<file path="config.mk">
export PLATFORM = sky130hd
export DESIGN_NAME = picf_regs
export DESIGN_NICKNAME = d
export VERILOG_FILES = /design/src/hw/rtl/picf_pkg.sv /design/src/hw/rtl/picf_regs.sv
export SDC_FILE = /design/constraint.sdc
export NUM_CORES = 2
export LEC_CHECK = 0
export ABC_AREA = 1
export BUFFER_PORTS_ARGS = -buffer_cell sky130_fd_sc_hd__buf_2
export CORE_ASPECT_RATIO = 0.6
export CORE_UTILIZATION = 25
export CTS_BUF_LIST = sky130_fd_sc_hd__clkbuf_2 sky130_fd_sc_hd__clkbuf_4 sky130_fd_sc_hd__clkbuf_8
export DETAILED_ROUTE_END_ITERATION = 6
export GPL_TIMING_DRIVEN = 0
export PLACE_DENSITY = 0.37
export SYNTH_ARGS = -nofsm -noshare
export SYNTH_HDL_FRONTEND = slang
export SYNTH_SLANG_ARGS = --single-unit
</file>
<file path="constraint.sdc">
create_clock -name clk -period 15.65 [get_ports clk]
set_input_delay 1.565 -clock clk [delete_from_list [all_inputs] [get_ports clk]]
set_output_delay 1.565 -clock clk [all_outputs]
set_load 0.005 [all_outputs]
</file>
<file path="src/hw/rtl/picf_pkg.sv">
`default_nettype none

package picf_pkg;

  // Field widths fixed by the interface
  localparam int FIELD_W = 16;
  localparam int RW      = 15;

  // Coordinates are taken as COORD_BITS-bit two's complement values
  localparam int COORD_BITS = 16;
  localparam int CW  = COORD_BITS;
  localparam int DW  = CW + 1;               // difference of two coordinates
  localparam int LW  = 2 * DW;               // square or sum of three squares
  localparam int NW  = LW + 1;               // signed dot product
  localparam int TW  = RW + LW;              // radius times axis length
  localparam int CNW = TW + 1;               // cone radius times L
  localparam int CH  = (CNW + 1) / 2;        // low half of cone for squaring
  localparam int CU  = CNW - CH;             // high half of cone
  localparam int LHW = 3 * LW;
  localparam int RHW = 2 * CNW;
  localparam int CMPW = (LHW > RHW) ? LHW : RHW;

  localparam int NSTG = 9;

  // Configuration port
  localparam int ADDR_W = 5;
  localparam int DATA_W = 32;
  localparam logic [2:0] REG_END_A_X    = 3'd0;
  localparam logic [2:0] REG_END_A_Y    = 3'd1;
  localparam logic [2:0] REG_END_A_Z    = 3'd2;
  localparam logic [2:0] REG_END_B_X    = 3'd3;
  localparam logic [2:0] REG_END_B_Y    = 3'd4;
  localparam logic [2:0] REG_END_B_Z    = 3'd5;
  localparam logic [2:0] REG_RADIUS_A   = 3'd6;
  localparam logic [2:0] REG_RADIUS_B   = 3'd7;

  typedef struct packed {
    logic signed [FIELD_W-1:0] point_x;
    logic signed [FIELD_W-1:0] point_y;
    logic signed [FIELD_W-1:0] point_z;
  } in_item_t;

  typedef struct packed {
    logic inside_res;
    logic degenerate;
  } out_item_t;

  // Cone geometry as seen by the datapath
  typedef struct packed {
    logic signed [DW-1:0] ax;
    logic signed [DW-1:0] ay;
    logic signed [DW-1:0] az;
    logic signed [DW-1:0] dx;
    logic signed [DW-1:0] dy;
    logic signed [DW-1:0] dz;
    logic [LW-1:0]        len;
    logic [RW-1:0]        ra;
    logic [RW-1:0]        rb;
  } axis_t;

  function automatic logic signed [DW-1:0] sext_coord(input logic [FIELD_W-1:0] v);
    logic [CW-1:0] t;
    t = CW'(v);
    return $signed({t[CW-1], t});
  endfunction

endpackage

`default_nettype wire

</file>
<file path="src/hw/rtl/picf_regs.sv">
`default_nettype none

module picf_regs
  import picf_pkg::*;
(
  input  wire logic              clk,
  input  wire logic              rst_n,
  input  wire logic              cfg_psel,
  input  wire logic              cfg_penable,
  input  wire logic              cfg_pwrite,
  input  wire logic [ADDR_W-1:0] cfg_paddr,
  input  wire logic [DATA_W-1:0] cfg_pwdata,
  output logic      [DATA_W-1:0] cfg_prdata,
  output logic                   cfg_pready,
  output axis_t                  axis
);

  logic [FIELD_W-1:0] end_a_x_r, end_a_y_r, end_a_z_r;
  logic [FIELD_W-1:0] end_b_x_r, end_b_y_r, end_b_z_r;
  logic [RW-1:0]      radius_a_r, radius_b_r;

  logic signed [DW-1:0] dx_r, dy_r, dz_r;
  logic [LW-1:0]        len_r;
  logic signed [LW-1:0] sqx, sqy, sqz;
  logic [2:0]           idx;
  logic                 wr_en;

  assign idx        = cfg_paddr[ADDR_W-1:2];
  assign wr_en      = cfg_psel && cfg_penable && cfg_pwrite && cfg_pready;
  assign cfg_pready = 1'b1;

  always_ff @(posedge clk) begin
    if (!rst_n) begin
      end_a_x_r  <= '0;
      end_a_y_r  <= '0;
      end_a_z_r  <= '0;
      end_b_x_r  <= '0;
      end_b_y_r  <= '0;
      end_b_z_r  <= '0;
      radius_a_r <= '0;
      radius_b_r <= '0;
    end else if (wr_en) begin
      unique case (idx)
        REG_END_A_X:  end_a_x_r  <= cfg_pwdata[FIELD_W-1:0];
        REG_END_A_Y:  end_a_y_r  <= cfg_pwdata[FIELD_W-1:0];
        REG_END_A_Z:  end_a_z_r  <= cfg_pwdata[FIELD_W-1:0];
        REG_END_B_X:  end_b_x_r  <= cfg_pwdata[FIELD_W-1:0];
        REG_END_B_Y:  end_b_y_r  <= cfg_pwdata[FIELD_W-1:0];
        REG_END_B_Z:  end_b_z_r  <= cfg_pwdata[FIELD_W-1:0];
        REG_RADIUS_A: radius_a_r <= cfg_pwdata[RW-1:0];
        REG_RADIUS_B: radius_b_r <= cfg_pwdata[RW-1:0];
        default: ;
      endcase
    end
  end

  always_comb begin
    unique case (idx)
      REG_END_A_X:  cfg_prdata = DATA_W'(end_a_x_r);
      REG_END_A_Y:  cfg_prdata = DATA_W'(end_a_y_r);
      REG_END_A_Z:  cfg_prdata = DATA_W'(end_a_z_r);
      REG_END_B_X:  cfg_prdata = DATA_W'(end_b_x_r);
      REG_END_B_Y:  cfg_prdata = DATA_W'(end_b_y_r);
      REG_END_B_Z:  cfg_prdata = DATA_W'(end_b_z_r);
      REG_RADIUS_A: cfg_prdata = DATA_W'(radius_a_r);
      REG_RADIUS_B: cfg_prdata = DATA_W'(radius_b_r);
      default:      cfg_prdata = '0;
    endcase
  end

  // Axis vector, then its squared length, registered from it
  always_ff @(posedge clk) begin
    dx_r <= sext_coord(end_b_x_r) - sext_coord(end_a_x_r);
    dy_r <= sext_coord(end_b_y_r) - sext_coord(end_a_y_r);
    dz_r <= sext_coord(end_b_z_r) - sext_coord(end_a_z_r);
  end

  assign sqx = dx_r * dx_r;
  assign sqy = dy_r * dy_r;
  assign sqz = dz_r * dz_r;

  always_ff @(posedge clk) begin
    len_r <= $unsigned(sqx) + $unsigned(sqy) + $unsigned(sqz);
  end

  always_comb begin
    axis.ax  = sext_coord(end_a_x_r);
    axis.ay  = sext_coord(end_a_y_r);
    axis.az  = sext_coord(end_a_z_r);
    axis.dx  = dx_r;
    axis.dy  = dy_r;
    axis.dz  = dz_r;
    axis.len = len_r;
    axis.ra  = radius_a_r;
    axis.rb  = radius_b_r;
  end

endmodule

`default_nettype wire

</file>
* Yosys cells after proc, flatten, opt, wreduce, memory -nomap -nowiden *
Cells that the tools add are included.

operators by class
  $add $sub $neg = 5
  multipliers = 3
  equality and inequality tests = 7
  muxes and demuxes = 1
  reduce and logical (&&, ||, !) cells = 11

operators by type and width
  operator            number
  $pmux 32 s8         1
  $mul 17x17->34      3
  $add 34x34->34      2
  $sub 16x16->17      3
  $reduce_and 2->1    8
  $eq 3x3->1 const B  4
  $eq 3x2->1 const B  2
  $eq 3x1->1 const B  1
  $logic_not 3->1     1
  $logic_and 1x1->1   2

word-level totals
  register bits after elaboration = 211
  input bits = 42
  output and inout bits = 199
  logic and storage cells = 39

* Depth between registers and ports, before layout *
  depth after elaboration = 3
  depth in mapped cells = 33
  depth with buffers taken out = 32

* Least setup slack after synthesis *
Ideal clock, no wire load.

  kind = flip-flop to flip-flop
  from = register dy_r[16]
  to = register len_r[25]
  library setup time = 0.120 ns
  arrival time = 7.437 ns
  data required time = 15.530 ns
  setup slack = 8.094 ns
  cell stages (with the launch flop) = 27
  buffers on the path = 2
  clock period less this slack = 7.556 ns
  cells stage by stage = dfxtp_1 -> clkbuf_1 -> clkbuf_1 -> nand2_1 -> inv_1 -> fa_1 -> fa_1 -> inv_1 -> fa_1 -> inv_1 -> fa_1 -> fa_1 -> fa_1 -> fa_1 -> fa_1 -> inv_1 -> fa_1 -> inv_1 -> ha_1 -> a21oi_1 -> o21ai_0 -> a21oi_1 -> o21ai_1 -> a21oi_1 -> o21ai_0 -> nand2_1 -> nand2_1

between the ends
  cells in the longest elaborated chain, start to end = 3

ends and longest elaborated chain
  item                          RTL line         source
  from (decl)                   picf_regs.sv:22  logic signed [DW-1:0] dx_r, dy_r, dz_r;
  from (signal assigned)        picf_regs.sv:74  dy_r <= sext_coord(end_b_y_r) - sext_coord(end_a_y_r);
  $mul 17x17->34                picf_regs.sv:79  assign sqy = dy_r * dy_r;
  $add 34x34->34 (2 in series)  picf_regs.sv:83  len_r <= $unsigned(sqx) + $unsigned(sqy) + $unsigned(sqz);
  to (signal assigned)          picf_regs.sv:83
  to (decl)                     picf_regs.sv:23  logic [LW-1:0] len_r;

No other way between the ends.
A chain may end at the register's enable or synchronous reset.

* Worst setup path in the final report *
  from = register dy_r[16]
  to = register len_r[33]

The elaborated chain is that of the path after synthesis.

==> summary.md <==
| Metric | Value |
|---|---|
| Largest net degree at the start of global routing | `14` |
| Cells after DPL | `6974` |
| Ys Warns | `0` |
| Share of layout cells above drive strength 1 | `7.40%` |
| Worst reg2reg path startpoint | `dy_r[16]` |
| DRC violations left | `24` |
| CP bufs+invs | `8` |
| Post-synth EDFFs | `0` |
| ANT nets after route | `0` |
| Total core area | `0.158 mm^2` |
| Top delay family on crit path | `adder cells` |
| Port-buffer cells | `204` |
| Clock root buffer | `clkbuf_8` |
| Hold buffers post-CTS | `0` |
| Max_cap viols | `0` |
| 1st-pass router iterations | `7` |
| HPWL Detailed | `144 mm` |
| Async set-reset flop share out of synthesis | `0%` |
| Drt wl/cell | `22.9 um` |
| DP Area | `0.0437 mm^2` |
| Starting Density | `25.2%` |
| Min Tclk post-route | `10.55 ns` |
| Crit Path Max Fanout | `13` |
| DR iter-0 viols | `2536` |
| Gr usage total | `20.1%` |
| F_max | `94.8 MHz` |
| Post-Route WL | `161 mm` |
| Initial antenna violation count | `6` |
| Gr ovfl total | `0` |
| Fin crit share | `67.4%` |
| RSZ-0062 raised after global routing | `no` |
| Hold path startpoint | `end_b_y_r[8]` |
| Final Non-Filler Cells | `7052` |
| Critical path class | `flop to flop` |
| Ys flop type | `dfxtp_1` |
| Worst Max-Slew Pin Slew | `1.32 ns` |
| Slew HR | `11.7%` |
| Gpl congestion | `0.955` |
| Worst setup startpoint | `dy_r[16]` |
| Post-CTS sizing | `0` |
| Skew-Pair Late Insertion Delay | `0.71 ns` |
| Chip Width | `518 um` |
| Setup TNS | `0 ns` |
| Register area share after synthesis | `10.6%` |
| Arr. time, crit path | `11.14 ns` |
| Fin. max-slew vios | `0` |
| Mapped Cells | `4628` |
| Die Height | `312 um` |
| Ports | `241` |
| First-pass GRT wire length | `230 mm` |
| Area delta synth->final | `11.7%` |
| Num CTS Buffers | `42` |
| Outcome | `finished with violations` |
| CTS Buffer Depth | `3` |
| CP max stage delay | `0.96 ns` |
| Via count | `29600` |
| Startpoint types | `flop` |
| Clock skew | `0.0645 ns` |
| Post-synthesis cell type count | `50` |
| Post-route cell area | `0.0446 mm^2` |
| Req. time, crit path | `16.25 ns` |
| Setup Viol. Count Final | `0` |
| CTS clk-pin slew, worst paths | `0.08 ns` |
| CP endpoint kind | `flop` |
| Worst path most repeated cell | `fa_1` |
| Critical path's slowest cell | `a31oi_1` |
| Cell Area, Synth | `0.0399 mm^2` |
| Worst Hold Class | `flop to flop` |
| Number of global-route vias before repair | `30300` |
| Leading cell type in the layout, fill and taps excluded | `inv_1` |
| Yosys reg bits | `211` |
| Commonest non-fill, non-tap cells in the layout | `inv_1, fa_1, nand2_1` |
| Die ar. | `0.161 mm^2` |
| CTS tree | `done` |
| Rows | `113` |
| Mean Syn Cell Area | `8.63 um^2` |
| Clock tree sinks | `211` |
| DR vias/cell | `4.20` |
| Post-CTS Setup Inserts | `0` |
| Failing checks | `design-rule violations` |
| H-tree depth | `2` |
| Fin nets | `6123` |
| Final Hold Viols | `0` |
-- logic make-up (layout without fill, tap and decap cells) --
family	count (synthesis)	count (layout)	synth area share [%]
buf+inv	1725	2003	16.5
fa+ha+maj	1190	1190	54.8
simple gates	970	970	9.72
compound gates	438	438	6.32
flops	211	211	10.6
xor+xnor	92	92	2.02
other cells	2	21	0.0188
-- area by class of cell --
cell class              instances  area [um^2]
repair buffers                204         1020
flip-flops and latches        211         4220
fillers                     17300       114000
plain buffers                 167          756
clock buffers                  63          798
diodes                          4         10.0
multi-input cells            2707        29200
well taps                    2127         2660
clock inverters                11          131
inverters                    1558         5850
-- layer usage --
layer | share of wire (%) | track usage [%]
met2 | 32 | 22.8
met4 | 1.3 | 2.81
met1 | 58 | 35.8
met3 | 8.2 | 4.58
met5 | 0 | 0
-- synth_stat cells, types with 10 or more instances --
library cell  count  area share, %
a21o_1           14           0.26
a21oi_1         147            1.8
a221oi_1         25           0.55
buf_2            10           0.13
buf_4            23           0.43
clkbuf_1        122            1.1
dfxtp_1         211             11
fa_1            933             47
ha_1            257            8.0
inv_1          1543             14
inv_2            12           0.11
nand2_1         658            6.2
nand3_1          47           0.59
nor2_1          218            2.0
nor3_1           10           0.13
o211ai_1         14           0.26
o21ai_0         108            1.4
o21ai_1          59           0.74
o21bai_1         12           0.23
o22ai_1          19           0.30
or2_2            12           0.19
xnor2_1          30           0.66
xor2_1           62            1.4
-- per-stage QoR --
| step | hold slack (ns) | utilization [%] | worst slack (ns) |
|---|---|---|---|
| floorplan | 0.448 | - | 8.09 |
| global placement | 0.495 | 27.6 | 4.83 |
| detailed placement | 0.495 | 27.6 | 4.88 |
| CTS | 0.504 | 28.1 | 4.88 |
| global route | 0.533 | 28.2 | 4.67 |
| finish | 0.503 | 28.2 | 5.10 |
-- final timing paths --
check	slack [ns]	cells past startpoint	end
setup / recovery	5.10	26	len_r[33]
hold / removal	0.50	2	end_b_y_r[8]
setup reg to reg	5.10	26	len_r[33]
hold reg to reg	0.50	2	end_b_y_r[8]
-- registers in the layout (all words and copies together) (netlist names) --
signal	flops
radius_a_r	15
len_r	34
end_b_y_r	16
end_b_z_r	16
end_a_y_r	16
radius_b_r	15
dx_r	17
end_a_z_r	16
end_a_x_r	16
dy_r	17
end_b_x_r	16
dz_r	17
-- worst register-to-register path, delay by kind of cell (launching register included) --
kind / cells / cell delay, ns
AOI/OAI and AO/OA: 5 / 1.78
and+or+nand+nor: 3 / 0.64
buffers and inverters: 8 / 2.11
adders and majority gates: 10 / 5.11
DFF: 1 / 0.84
Power is left out: the tool's default activity adds up to more than one toggle a clock period on the data nets, which glitch-free logic cannot reach.
